### config.mk
export PLATFORM = sky130hd
export DESIGN_NAME = wav_header_parse_extract
export DESIGN_NICKNAME = d
export VERILOG_FILES = /design/src/rtl/core/whpe_pkg.sv /design/src/rtl/core/whpe_parser.sv /design/src/rtl/core/wav_header_parse_extract.sv
export SDC_FILE = /design/constraint.sdc
export NUM_CORES = 1
export LEC_CHECK = 0
export ABC_AREA = 1
export BUFFER_PORTS_ARGS = -buffer_cell sky130_fd_sc_hd__buf_2
export CORE_MARGIN = 2
export CORE_UTILIZATION = 56
export DETAILED_ROUTE_END_ITERATION = 6
export PLACE_DENSITY = 0.89
export SLEW_MARGIN = 5
export SYNTH_ARGS = -nofsm -noshare
export SYNTH_HDL_FRONTEND = slang
export SYNTH_SLANG_ARGS = --single-unit
### constraint.sdc
create_clock -name clk -period 4.32 [get_ports clk]
set_clock_uncertainty 0.15 [all_clocks]
set_input_delay 0.648 -clock clk [delete_from_list [all_inputs] [get_ports clk]]
set_output_delay 0.648 -clock clk [all_outputs]
set_load 0.01 [all_outputs]
### src/rtl/core/whpe_pkg.sv
// ----------------------------------------------------------------------------
// whpe_pkg
// types, codes and constants shared by the wav header parser and extractor
// ----------------------------------------------------------------------------
`default_nettype none

package whpe_pkg;

  localparam int unsigned IN_DATA_W  = 8;
  localparam int unsigned OUT_DATA_W = 112;
  localparam int unsigned CFG_DATA_W = 32;
  localparam int unsigned CFG_IDX_W  = 2;

  typedef enum logic [2:0] {
    PH_HDR,
    PH_FMTX,
    PH_ID,
    PH_SIZE,
    PH_DSIZE,
    PH_SKIP,
    PH_DATA,
    PH_HALT
  } phase_t;

  typedef logic [3:0] status_t;

  localparam status_t ST_OK       = 4'd0;
  localparam status_t ST_SHORT    = 4'd1;
  localparam status_t ST_RIFF     = 4'd2;
  localparam status_t ST_WAVE     = 4'd3;
  localparam status_t ST_FMT_TAG  = 4'd4;
  localparam status_t ST_FMT_SIZE = 4'd5;
  localparam status_t ST_NOT_PCM  = 4'd6;
  localparam status_t ST_NO_DATA  = 4'd7;
  localparam status_t ST_RATE     = 4'd8;
  localparam status_t ST_CHANNELS = 4'd9;
  localparam status_t ST_BITS     = 4'd10;

  localparam logic [CFG_IDX_W-1:0] CFG_RATE_MIN      = 2'd0;
  localparam logic [CFG_IDX_W-1:0] CFG_RATE_MAX      = 2'd1;
  localparam logic [CFG_IDX_W-1:0] CFG_CHANNELS_MAX  = 2'd2;
  localparam logic [CFG_IDX_W-1:0] CFG_BITS_REQUIRED = 2'd3;

  localparam logic [31:0] RATE_MIN_RST      = 32'd8000;
  localparam logic [31:0] RATE_MAX_RST      = 32'd48000;
  localparam logic [15:0] CHANNELS_MAX_RST  = 16'd2;
  localparam logic [15:0] BITS_REQUIRED_RST = 16'd16;

  // "data" read little-endian
  localparam logic [31:0] DATA_ID  = 32'h6174_6164;
  localparam logic [31:0] FMT_BASE = 32'd16;
  localparam logic [15:0] PCM_CODE = 16'd1;

  // byte position saturates, only the header offsets and the minimum size matter
  localparam logic [5:0] POS_MAX  = 6'd63;
  localparam logic [5:0] MIN_FILE = 6'd44;
  localparam logic [5:0] HDR_END  = 6'd35;

  typedef struct packed {
    logic [31:0] rate_min;
    logic [31:0] rate_max;
    logic [15:0] channels_max;
    logic [15:0] bits_required;
  } limits_t;

  typedef struct packed {
    logic [7:0]  payload_byte;
    logic        payload_valid;
    logic        report_valid;
    status_t     status;
    logic [31:0] sample_rate;
    logic [15:0] channel_count;
    logic [15:0] bits_per_sample;
    logic [31:0] payload_count;
  } result_t;

  // "RIFF" "WAVE" "fmt "
  function automatic logic [7:0] tag_char(input logic [3:0] idx);
    logic [7:0] c;
    case (idx)
      4'd0:    c = 8'h52;
      4'd1:    c = 8'h49;
      4'd2:    c = 8'h46;
      4'd3:    c = 8'h46;
      4'd4:    c = 8'h57;
      4'd5:    c = 8'h41;
      4'd6:    c = 8'h56;
      4'd7:    c = 8'h45;
      4'd8:    c = 8'h66;
      4'd9:    c = 8'h6d;
      4'd10:   c = 8'h74;
      4'd11:   c = 8'h20;
      default: c = 8'h00;
    endcase
    return c;
  endfunction

endpackage

`default_nettype wire

### src/rtl/core/whpe_parser.sv
// ----------------------------------------------------------------------------
// whpe_parser
// per-byte header parse, chunk walk and payload gating with file state
// ----------------------------------------------------------------------------
`default_nettype none

module whpe_parser (
  input  logic              clk,
  input  logic              rst,
  input  logic              step,
  input  logic [7:0]        in_byte,
  input  logic              in_last,
  input  whpe_pkg::limits_t limits,
  output logic              result_valid,
  output whpe_pkg::result_t result
);
  import whpe_pkg::*;

  phase_t      phase, phase_next;
  logic [5:0]  pos, pos_next;
  logic [1:0]  lane, lane_next;
  logic [31:0] fmt_length, fmt_length_next;
  logic [31:0] chunk_remaining, chunk_remaining_next;
  logic [31:0] rate_seen, rate_seen_next;
  logic [15:0] channels_seen, channels_seen_next;
  logic [15:0] bits_seen, bits_seen_next;
  logic [31:0] data_remaining, data_remaining_next;
  logic [31:0] delivered_count, delivered_count_next;
  status_t     error_code, error_code_next;
  logic        pv;

  assign pv = (phase == PH_DATA) && (data_remaining != 32'd0);

  // next state and file fields
  always_comb begin
    phase_next           = phase;
    pos_next             = (pos == POS_MAX) ? pos : pos + 6'd1;
    lane_next            = lane;
    fmt_length_next      = fmt_length;
    chunk_remaining_next = chunk_remaining;
    rate_seen_next       = rate_seen;
    channels_seen_next   = channels_seen;
    bits_seen_next       = bits_seen;
    data_remaining_next  = data_remaining;
    delivered_count_next = delivered_count;
    error_code_next      = error_code;

    case (phase)
      PH_HDR: begin
        if (pos < 6'd4) begin
          if (in_byte != tag_char(pos[3:0])) begin
            error_code_next = ST_RIFF;
            phase_next      = PH_HALT;
          end
        end else if (pos >= 6'd8 && pos < 6'd16) begin
          if (in_byte != tag_char(pos[3:0] - 4'd4)) begin
            error_code_next = (pos < 6'd12) ? ST_WAVE : ST_FMT_TAG;
            phase_next      = PH_HALT;
          end
        end else if (pos >= 6'd16 && pos < 6'd20) begin
          fmt_length_next[{pos[1:0], 3'b000} +: 8] = in_byte;
          if (pos == 6'd19 && fmt_length_next < FMT_BASE) begin
            error_code_next = ST_FMT_SIZE;
            phase_next      = PH_HALT;
          end
        end else if (pos == 6'd20 || pos == 6'd21) begin
          // format code collects in the chunk counter
          chunk_remaining_next[{pos[1:0], 3'b000} +: 8] = in_byte;
          if (pos == 6'd21 && chunk_remaining_next != {16'd0, PCM_CODE}) begin
            error_code_next = ST_NOT_PCM;
            phase_next      = PH_HALT;
          end
        end else if (pos == 6'd22 || pos == 6'd23) begin
          channels_seen_next[{pos[0], 3'b000} +: 8] = in_byte;
        end else if (pos >= 6'd24 && pos < 6'd28) begin
          rate_seen_next[{pos[1:0], 3'b000} +: 8] = in_byte;
        end else if (pos == 6'd34 || pos == HDR_END) begin
          bits_seen_next[{pos[0], 3'b000} +: 8] = in_byte;
          if (pos == HDR_END) begin
            chunk_remaining_next = fmt_length - FMT_BASE;
            lane_next            = 2'd0;
            phase_next           = (chunk_remaining_next != 32'd0) ? PH_FMTX : PH_ID;
          end
        end
      end
      PH_FMTX, PH_SKIP: begin
        chunk_remaining_next = chunk_remaining - 32'd1;
        if (chunk_remaining_next == 32'd0) begin
          phase_next = PH_ID;
          lane_next  = 2'd0;
        end
      end
      PH_ID: begin
        chunk_remaining_next[{lane, 3'b000} +: 8] = in_byte;
        lane_next = lane + 2'd1;
        if (lane == 2'd3) begin
          phase_next           = (chunk_remaining_next == DATA_ID) ? PH_DSIZE : PH_SIZE;
          chunk_remaining_next = 32'd0;
          data_remaining_next  = 32'd0;
        end
      end
      PH_SIZE: begin
        chunk_remaining_next[{lane, 3'b000} +: 8] = in_byte;
        lane_next = lane + 2'd1;
        if (lane == 2'd3) begin
          phase_next = (chunk_remaining_next != 32'd0) ? PH_SKIP : PH_ID;
        end
      end
      PH_DSIZE: begin
        data_remaining_next[{lane, 3'b000} +: 8] = in_byte;
        lane_next = lane + 2'd1;
        if (lane == 2'd3) begin
          phase_next = PH_DATA;
          if (rate_seen < limits.rate_min || rate_seen > limits.rate_max) begin
            error_code_next = ST_RATE;
            phase_next      = PH_HALT;
          end else if (channels_seen == 16'd0 || channels_seen > limits.channels_max) begin
            error_code_next = ST_CHANNELS;
            phase_next      = PH_HALT;
          end else if (bits_seen != limits.bits_required) begin
            error_code_next = ST_BITS;
            phase_next      = PH_HALT;
          end
        end
      end
      PH_DATA: begin
        if (pv) begin
          data_remaining_next  = data_remaining - 32'd1;
          delivered_count_next = delivered_count + 32'd1;
        end
      end
      default: begin
      end
    endcase
  end

  // result word
  always_comb begin
    result_valid         = step && (pv || in_last);
    result               = '0;
    result.payload_valid = pv;
    result.payload_byte  = pv ? in_byte : 8'd0;
    result.report_valid  = in_last;
    if (in_last) begin
      if (pos_next < MIN_FILE) begin
        result.status = ST_SHORT;
      end else if (error_code_next != ST_OK) begin
        result.status = error_code_next;
      end else if (phase_next != PH_DATA) begin
        result.status = ST_NO_DATA;
      end else begin
        result.status = ST_OK;
      end
      result.sample_rate     = rate_seen_next;
      result.channel_count   = channels_seen_next;
      result.bits_per_sample = bits_seen_next;
      result.payload_count   = delivered_count_next;
    end
  end

  always_ff @(posedge clk) begin
    if (rst || (step && in_last)) begin
      phase           <= PH_HDR;
      pos             <= 6'd0;
      lane            <= 2'd0;
      fmt_length      <= 32'd0;
      chunk_remaining <= 32'd0;
      rate_seen       <= 32'd0;
      channels_seen   <= 16'd0;
      bits_seen       <= 16'd0;
      data_remaining  <= 32'd0;
      delivered_count <= 32'd0;
      error_code      <= ST_OK;
    end else if (step) begin
      phase           <= phase_next;
      pos             <= pos_next;
      lane            <= lane_next;
      fmt_length      <= fmt_length_next;
      chunk_remaining <= chunk_remaining_next;
      rate_seen       <= rate_seen_next;
      channels_seen   <= channels_seen_next;
      bits_seen       <= bits_seen_next;
      data_remaining  <= data_remaining_next;
      delivered_count <= delivered_count_next;
      error_code      <= error_code_next;
    end
  end

endmodule

`default_nettype wire

### src/rtl/core/wav_header_parse_extract.sv
// output: a result word is registered and shows on m_tvalid in the cycle after its input byte is taken
// throughput: one byte per cycle while s_tready is high; the output register frees in the same cycle it drains
// s_tready drops only while a result waits and m_tready is low
// reset: synchronous, clears the parse state and output valid, limits return to
// 8000..48000 hz, two channels, 16 bits
// ----------------------------------------------------------------------------
// wav_header_parse_extract
// streaming wav header check with pcm payload pass-through and end-of-file report
// ----------------------------------------------------------------------------
`default_nettype none

module wav_header_parse_extract (
  input  logic                                 clk,
  input  logic                                 rst,
  input  logic                                 s_tvalid,
  output logic                                 s_tready,
  input  logic [whpe_pkg::IN_DATA_W-1:0]       s_tdata,   // [7:0] in_byte
  input  logic                                 s_tlast,
  output logic                                 m_tvalid,
  input  logic                                 m_tready,
  // [7:0] payload_byte, [11:8] status, [43:12] sample_rate, [59:44] channel_count,
  // [75:60] bits_per_sample, [107:76] payload_count, [111:108] zero
  output logic [whpe_pkg::OUT_DATA_W-1:0]      m_tdata,
  output logic                                 m_tuser,   // [0] payload_valid
  output logic                                 m_tlast,
  input  logic                                 cfg_we,
  input  logic [whpe_pkg::CFG_IDX_W-1:0]       cfg_index,
  input  logic [whpe_pkg::CFG_DATA_W-1:0]      cfg_data
);
  import whpe_pkg::*;

  limits_t limits;
  result_t res;
  logic    res_valid;
  logic    s_accept;

  assign s_tready = !m_tvalid || m_tready;
  assign s_accept = s_tvalid && s_tready;

  always_ff @(posedge clk) begin
    if (rst) begin
      limits.rate_min      <= RATE_MIN_RST;
      limits.rate_max      <= RATE_MAX_RST;
      limits.channels_max  <= CHANNELS_MAX_RST;
      limits.bits_required <= BITS_REQUIRED_RST;
    end else if (cfg_we) begin
      case (cfg_index)
        CFG_RATE_MIN:      limits.rate_min      <= cfg_data;
        CFG_RATE_MAX:      limits.rate_max      <= cfg_data;
        CFG_CHANNELS_MAX:  limits.channels_max  <= cfg_data[15:0];
        CFG_BITS_REQUIRED: limits.bits_required <= cfg_data[15:0];
        default: begin
        end
      endcase
    end
  end

  whpe_parser u_parser (
    .clk          (clk),
    .rst          (rst),
    .step         (s_accept),
    .in_byte      (s_tdata),
    .in_last      (s_tlast),
    .limits       (limits),
    .result_valid (res_valid),
    .result       (res)
  );

  // output register
  always_ff @(posedge clk) begin
    if (rst) begin
      m_tvalid <= 1'b0;
    end else if (s_accept && res_valid) begin
      m_tvalid <= 1'b1;
    end else if (m_tready) begin
      m_tvalid <= 1'b0;
    end
  end

  always_ff @(posedge clk) begin
    if (s_accept && res_valid) begin
      m_tdata <= {4'd0, res.payload_count, res.bits_per_sample, res.channel_count,
                  res.sample_rate, res.status, res.payload_byte};
      m_tuser <= res.payload_valid;
      m_tlast <= res.report_valid;
    end
  end

endmodule

`default_nettype wire

==> results of run 1 <==
==> kinds of logic after synthesis <==
logic type,after synthesis
and+or+nand+nor,1406
buffers and inverters,766
other,1
xor gates and xnor gates,87
DFF,421
muxes,8
AOI/OAI and AO/OA,917
adders and majority gates,105
==> critical path, stage by stage (launching register included) <==
cell and delay [ns]:
dfxtp_1 0.31, clkinv_1 0.07, buf_4 0.17, ha_1 0.63, o21ai_0 0.36, o21ai_0 0.30
nand2_1 0.11, nor2_1 0.16, nand4_1 0.09, nor2_1 0.29, nand3_1 0.15, nand2_1 0.11
nand2_1 0.06, nor2_1 0.08, nand2_1 0.06, nor2_1 0.11, nand3_1 0.09, nand2_1 0.10
a21oi_1 0.07
==> per-layer routing <==
metal,global-route usage (%),vias to the layer above,part of all wire [%]
li1,-,12400,-
met1,41.6,12000,38
met2,53.9,1597,45
met3,7.75,370,11
met4,19.9,2,6.2
met5,0,-,0.016
==> metrics by stage <==
stage / cell area (um^2) / std cells
after floorplan: 25900 / 3714
after global placement: 27000 / 4343
after detailed placement: 27000 / 4343
after CTS: 28600 / 4426
after global routing: 28600 / 4428
final: 28600 / 4429
==> state kept, by name, indices dropped and copies added, names as in the netlist, named ones only <==
register,cells
limits,96
m_tdata,108
m_tlast,1
m_tuser,1
m_tvalid,1
u_parser.bits_seen,16
u_parser.channels_seen,16
u_parser.chunk_remaining,32
u_parser.data_remaining,32
u_parser.delivered_count,32
u_parser.error_code,4
u_parser.fmt_length,32
u_parser.lane,2
u_parser.phase,3
u_parser.pos,6
u_parser.rate_seen,32
==> cell usage in the layout, fill, tap and decap left out, types with 15 or more instances in the layout <==
master and n:
o21ai_1 15, nand4_1 50, inv_2 17, edfxtp_1 110, a221oi_1 16, buf_4 32, nand2_1 561, nor4_1 16
a211oi_1 28, o21ai_0 328, xnor2_1 17, clkbuf_16 47, o211ai_1 85, ha_1 105, nor3_1 40, o22ai_1 17
xor2_1 70, buf_2 159, a21oi_1 348, nand3_1 105, inv_1 579, nor2_1 571, o32ai_1 22, dfxtp_1 311
==> worst max path at each step <==
stage                     start  slack, ns  cells past startpoint         end
6_report       u_parser.lane[0]       0.56                     18  m_tdata[8]
4_1_cts        u_parser.lane[0]       0.70                     18  m_tdata[8]
3_5_place_dp   u_parser.lane[0]       0.76                     18  m_tdata[8]
3_3_place_gp   u_parser.lane[0]       0.74                     18  m_tdata[8]
2_1_floorplan          m_tready       0.84                      7  m_tdata[0]
5_1_grt        u_parser.lane[0]       0.26                     18  m_tdata[8]
==> cells in the mapped netlist (7+ instances only) <==
library cell / instances
nor2_4: 8
buf_2: 17
nor4_1: 16
nand3_1: 105
ha_1: 105
a31oi_1: 9
nand3b_1: 7
nor2_1: 571
buf_4: 8
o211ai_1: 85
a221oi_1: 16
buf_6: 9
o31ai_1: 7
xnor2_1: 17
clkbuf_1: 125
nand2_1: 564
nor2_2: 11
o21ai_1: 15
o32ai_2: 7
xor2_1: 70
o221ai_1: 7
a211oi_1: 28
dfxtp_1: 311
o22ai_1: 17
mux2i_1: 8
inv_2: 16
o32ai_1: 22
inv_1: 581
o2111ai_1: 7
nand4_1: 50
a21oi_1: 349
edfxtp_1: 110
o21ai_0: 328
nand2_2: 8
nor3_1: 40
==> area by class of cell <==
| cell class | instances | area, um^2 |
|---|---|---|
| Inverter | 601 | 2260 |
| Fill cell | 3881 | 16900 |
| Clock buffer | 59 | 1270 |
| Timing Repair Buffer | 194 | 1100 |
| Sequential cell | 421 | 9530 |
| Multi-Input combinational cell | 2527 | 13400 |
| Clock inverter | 24 | 294 |
| Tap cell | 600 | 751 |
| Antenna cell | 3 | 7.51 |
==> power by group through the flow <==
stage          sequential, W  clock [W]  combinational (W)
6_report             0.00448    0.00414            0.00286
2_1_floorplan        0.00451          0            0.00202
3_3_place_gp         0.00455          0            0.00270
5_1_grt              0.00450    0.00430            0.00316
3_5_place_dp         0.00455          0            0.00275
4_1_cts              0.00447    0.00414            0.00278
==> summary.txt, run 1 <==
Synth
  • Synth warn: 0
  • Simple-Gate Fraction of Synth Area: 22.9%
  • Syn Std Cell Area: between 0.02 and 0.03 mm^2
  • Synth top area share: 24.1%
  • Adder-cell share of the synthesized area: 5.08%
  • Post-synthesis compound-gate area fraction: slightly above 20%
  • Cells after Synth: around 3700
  • Ranking of synthesized cells by area: dfxtp_1, edfxtp_1, inv_1, nor2_1, nand2_1
  • Cell taking the most area after synthesis: dfxtp_1
  • Largest family of logic cells by synthesized area: simple AND/OR/NAND/NOR gates
  • Yosys reg bits: 421
  • Post-synthesis mux area share: 0.309%
  • XOR/XNOR share of the synthesized area: 2.94%
  • Seq/Total Area, Yosys: 36.8%
  • Yosys cell types: 60
  • Synth Flop Type: dfxtp_1
  • Post-synth EDFFs: 110
  • Syn avg cell area: 6.97 um^2
  • FFs w/ async S/R, synth: 0%

Detailed routing
  • Starting DRT DRC Count: 3299
  • Via Count: 26300
  • Routed len/inst: 18.6 um
  • Routed Antenna Nets: 0
  • First drt pass iteration count: 7
  • Number of vias per cell: 5.95
  • DRC errors left: 12
  • WL final: 82.5 mm

Clock tree
  • Clock latency on the worst-skew pair: 0.59 ns
  • Reg clk slew, reported paths: 0.06 ns
  • Root Driver: clkbuf_16
  • Hold_buf cts: 0
  • Depth of the CTS H-tree: 2
  • Clk sinks: 421
  • CTS tree: done
  • TritonCTS buffer count: 45
  • Max clock buf depth: 3
  • Postcts setup bufs: 0
  • CTS resizes: 0

Timing
  • Fmax: 266 MHz
  • Crit path time final: 3.76 ns
  • Endpoints failing setup: 0
  • Final worst slack: 0.558 ns
  • Final Cycle Share: 87.1%
  • RSZ-0062 raised after global routing: no
  • Setup TNS: 0 ns
  • Max Slew Vio Count: 0
  • Final hold vios: 0
  • Hold WS: 0.160 ns
  • Least-Margin Pin Slew: between 1 and 1.5 ns
  • Max-slew headroom: approximately a third

Die
  • FP Rows: 78
  • Chip width: 219 um
  • Ports: 164
  • DIE HEIGHT: 219 um
  • Initial Util: 56.9%
  • Core area: 0.0455 mm^2
  • Full die area: between 0.04 and 0.05 mm^2

Pwr
  • Leakage: 13.3 nW
  • Comb power frac: 24.9%
  • Pwr dens: ~400 mW/mm^2
  • Switching power summed over all nets: between 0.003 and 0.004 W
  • VDD IR-drop max: 492 uV
  • Switching portion of total power: about a third
  • Pint: 0.00761 W
  • Clock Power Share: 36.0%
  • Total Power: 0.0115 W
  • Reg power frac: about two fifths

Setup path
  • Critical Path Fanout Max: 24
  • Crit Path Category: reg -> reg
  • R2r startpoint: u_parser.lane[0]
  • Flop-to-flop setup slack: 0.56 ns
  • Worst setup SP type: flop
  • Worst reg2reg endpoint: m_tdata[8]
  • WP data arrival: 3.92 ns
  • Crit. End Element: flop
  • Reg2Reg Depth: 18
  • Worst Path Required: 4.48 ns

Place
  • Post-DP HPWL: 58.9 mm
  • I/O Buffers: ~160
  • DP Worst Slack: 0.755 ns
  • RePlAce Congestion: 1.08

Outcome
  • Failing checks: DRC
  • Status: finished with violations

Global routing
  • Number of global-route vias before repair: 24700
  • GRT Overall Usage: 33.7%
  • Antenna violations before repair: 3
  • Largest net degree at the start of global routing: 97
  • GRT Residual Overflow: 0
  • First-pass GRT wire length: 129 mm

Finish
  • Final Util: around 63%
  • Layout area overhead: 10.5%
  • # nets final: 3943
  • Share of cells above drive strength 1: 9.07%

Min path
  • Min-delay worst type: in -> reg
  • Hold EP: m_tlast
  • WHS Path Cells: 1
  • Hold path start: s_tlast

Flow run
  • Max_cap viols: 0
Note: power is estimated with default switching activity, not from simulation.
==> inputs of run 2 (changes only) <==
BUFFER_PORTS_ARGS = -buffer_cell sky130_fd_sc_hd__buf_4   (was -buffer_cell sky130_fd_sc_hd__buf_2)
SKIP_LAST_GASP = 1   (was unset)
==> summary.txt, run 2 (same netlist as run 1, synthesis figures left out) <==
Timing
  • Least-Margin Pin Slew: 0.919 ns (was 1.03 ns)
  • Endpoints failing setup: 0 (unchanged)
  • Max Slew Vio Count: 0 (unchanged)
  • RSZ-0062 raised after global routing: no (unchanged)
  • Max-slew headroom: 38.5% (was 31.6%)
  • Setup TNS: 0 ns (unchanged)
  • Fmax: 263 MHz (was 266 MHz)
  • Final hold vios: 0 (unchanged)
  • Final Cycle Share: 88.1% (was 87.1%)
  • Crit path time final: 3.81 ns (was 3.76 ns)

Die
  • Full die area: 0.0479 mm^2 (unchanged)
  • FP Rows: 78 (unchanged)
  • Chip width: 219 um (unchanged)
  • DIE HEIGHT: 219 um (unchanged)
  • Core area: 0.0455 mm^2 (unchanged)
  • Initial Util: 56.9% (unchanged)
  • Ports: 164 (unchanged)

Finish
  • Finished Layout Cells: 4431 (was 4429)
  • Commonest non-fill, non-tap cells in the layout: inv_1, nor2_1, nand2_1, a21oi_1, o21ai_0 (unchanged)
  • # diodes: 0 (was 3)
  • Fillers: 3860 (was 3881)
  • Biggest register: m_tdata (unchanged)
  • Most common cell after layout, fill and taps aside: inv_1 (unchanged)
  • Share of cells above drive strength 1: 9.34% (was 9.07%)
  • Biggest regs: m_tdata (108), limits (96) (unchanged)
  • # nets final: 3947 (was 3943)
  • Layout area overhead: 12.2% (was 10.5%)
  • Max reg flops: 108 (unchanged)

Clock tree
  • Max clock buf depth: 3 (unchanged)
  • Depth of the CTS H-tree: 2 (unchanged)
  • Clock latency on the worst-skew pair: 0.60 ns (was 0.59 ns)
  • Root Driver: clkbuf_16 (unchanged)
  • Clk sinks: 421 (unchanged)
  • CTS resizes: 0 (unchanged)
  • Hold_buf cts: 0 (unchanged)
  • Postcts setup bufs: 0 (unchanged)
  • CTS tree: done (unchanged)
  • Reg clk slew, reported paths: 0.06 ns (about the same)
  • TritonCTS buffer count: 46 (was 45)

Outcome
  • Status: finished with violations (unchanged)
  • Failing checks: DRC (unchanged)

Detailed routing
  • Routed len/inst: 19.1 um (was 18.6 um)
  • Starting DRT DRC Count: 3085 (was 3299)
  • WL final: 84.7 mm (was 82.5 mm)
  • Routed Antenna Nets: 0 (unchanged)
  • Number of vias per cell: 5.93 (was 5.95)
  • Via Count: 26300 (about the same)
  • First drt pass iteration count: 7 (unchanged)
  • DRC errors left: 9 (was 12)

Place
  • RePlAce Congestion: 1.09 (was 1.08)
  • Post-DP HPWL: 61.1 mm (was 58.9 mm)
  • I/O Buffers: 159 (unchanged)
  • Placed Cells: 4346 (was 4343)

Setup path
  • Worst setup SP type: flop (unchanged)
  • Crit. End Element: flop (unchanged)
  • WP data arrival: 3.99 ns (was 3.92 ns)
  • Crit Path Category: reg -> reg (unchanged)
  • Worst Path Required: 4.50 ns (was 4.48 ns)
  • Critical Path Fanout Max: 8 (was 24)

Global routing
  • Largest net degree at the start of global routing: 98 (was 97)
  • GRT Residual Overflow: 0 (unchanged)
  • Number of global-route vias before repair: 24500 (was 24700)
  • First-pass GRT wire length: 131 mm (was 129 mm)
  • Antenna violations before repair: 1 (was 3)
  • GRT Overall Usage: 34.6% (was 33.7%)

Flow run
  • Max_cap viols: 0 (unchanged)

Pwr
  • Leakage: 13.5 nW (was 13.3 nW)
  • Pwr dens: 400 mW/mm^2 (was 401 mW/mm^2)
  • VDD IR-drop max: 396 uV (was 492 uV)
  • Total Power: 0.0116 W (was 0.0115 W)

Min path
  • Min-delay worst type: in -> reg (unchanged)
-- run 2: cell types whose count changed in the layout (fill, tap and decap cells not counted), moves of 2 or more --
cell | before | now
clkbuf_1 | 7 | 2
diode_2 | 3 | 0
clkinv_2 | 8 | 12
clkinvlp_4 | 2 | 4
buf_2 | 159 | 0
buf_4 | 32 | 195
-- run 2: per-layer routing --
| layer | share of wire (%) | GRT usage (%) | vias to the layer above | wire length (um) |
|---|---|---|---|---|
| li1 | - | - | 12400 | - |
| met1 | 39 | 43.1 | 12100 | 33200 |
| met2 | 46 | 56.5 | 1476 | 38800 |
| met3 | 10 | 8.01 | 279 | 8450 |
| met4 | 5.1 | 16.4 | 4 | 4310 |
| met5 | 0.035 | 0.313 | - | 30 |
-- run 2: worst paths after layout --
kind | end | start | cells past startpoint | slack, ns
max | m_tdata[9] | u_parser.lane[1] | 19 | 0.51
min | m_tlast | s_tlast | 1 | 0.16
max reg2reg | m_tdata[9] | u_parser.lane[1] | 19 | 0.51
min reg2reg | limits[22] | limits[22] | 2 | 0.31
-- run 2: stage by stage --
stage	hold WS, ns	util (%)	cell area (um^2)	setup slack [ns]
floorplan	0.285	-	25900	0.836
global placement	0.300	60.3	27400	0.801
detailed placement	0.303	60.3	27400	0.700
CTS	0.142	63.8	29000	0.682
global route	0.149	63.8	29000	0.316
finish	0.162	63.8	29000	0.513
-- run 2: area by class of cell --
type,instances,area [um^2],share of cell area [%]
Clock buffer,54,1230,4.25
Clock inverter,31,359,1.24
Inverter,601,2260,7.79
Multi-Input combinational cell,2527,13400,46.1
Sequential cell,421,9530,32.8
Tap cell,600,751,2.59
Timing Repair Buffer,197,1500,5.18
-- run 2: report_power, final --
part           leakage [nW]  internal, W  switching [W]
logic                  9.09     0.000933        0.00201
registers              3.62      0.00428       0.000205
clock network         0.782      0.00243        0.00176
-- run 2: worst max-delay path: stages (launching register included) --
cell and delay (ns):
dfxtp_1 0.45, inv_1 0.12, ha_1 0.38, inv_1 0.07
nand2_1 0.25, o21ai_0 0.21, o21ai_0 0.26, nand2_1 0.10
inv_1 0.12, nand3_1 0.12, nor3_1 0.36, nand3_1 0.16
nand3_1 0.11, nand2_1 0.06, nor2_1 0.09, nand2_1 0.06
nor2_1 0.15, nand3_1 0.12, nand2_1 0.11, a21oi_1 0.08
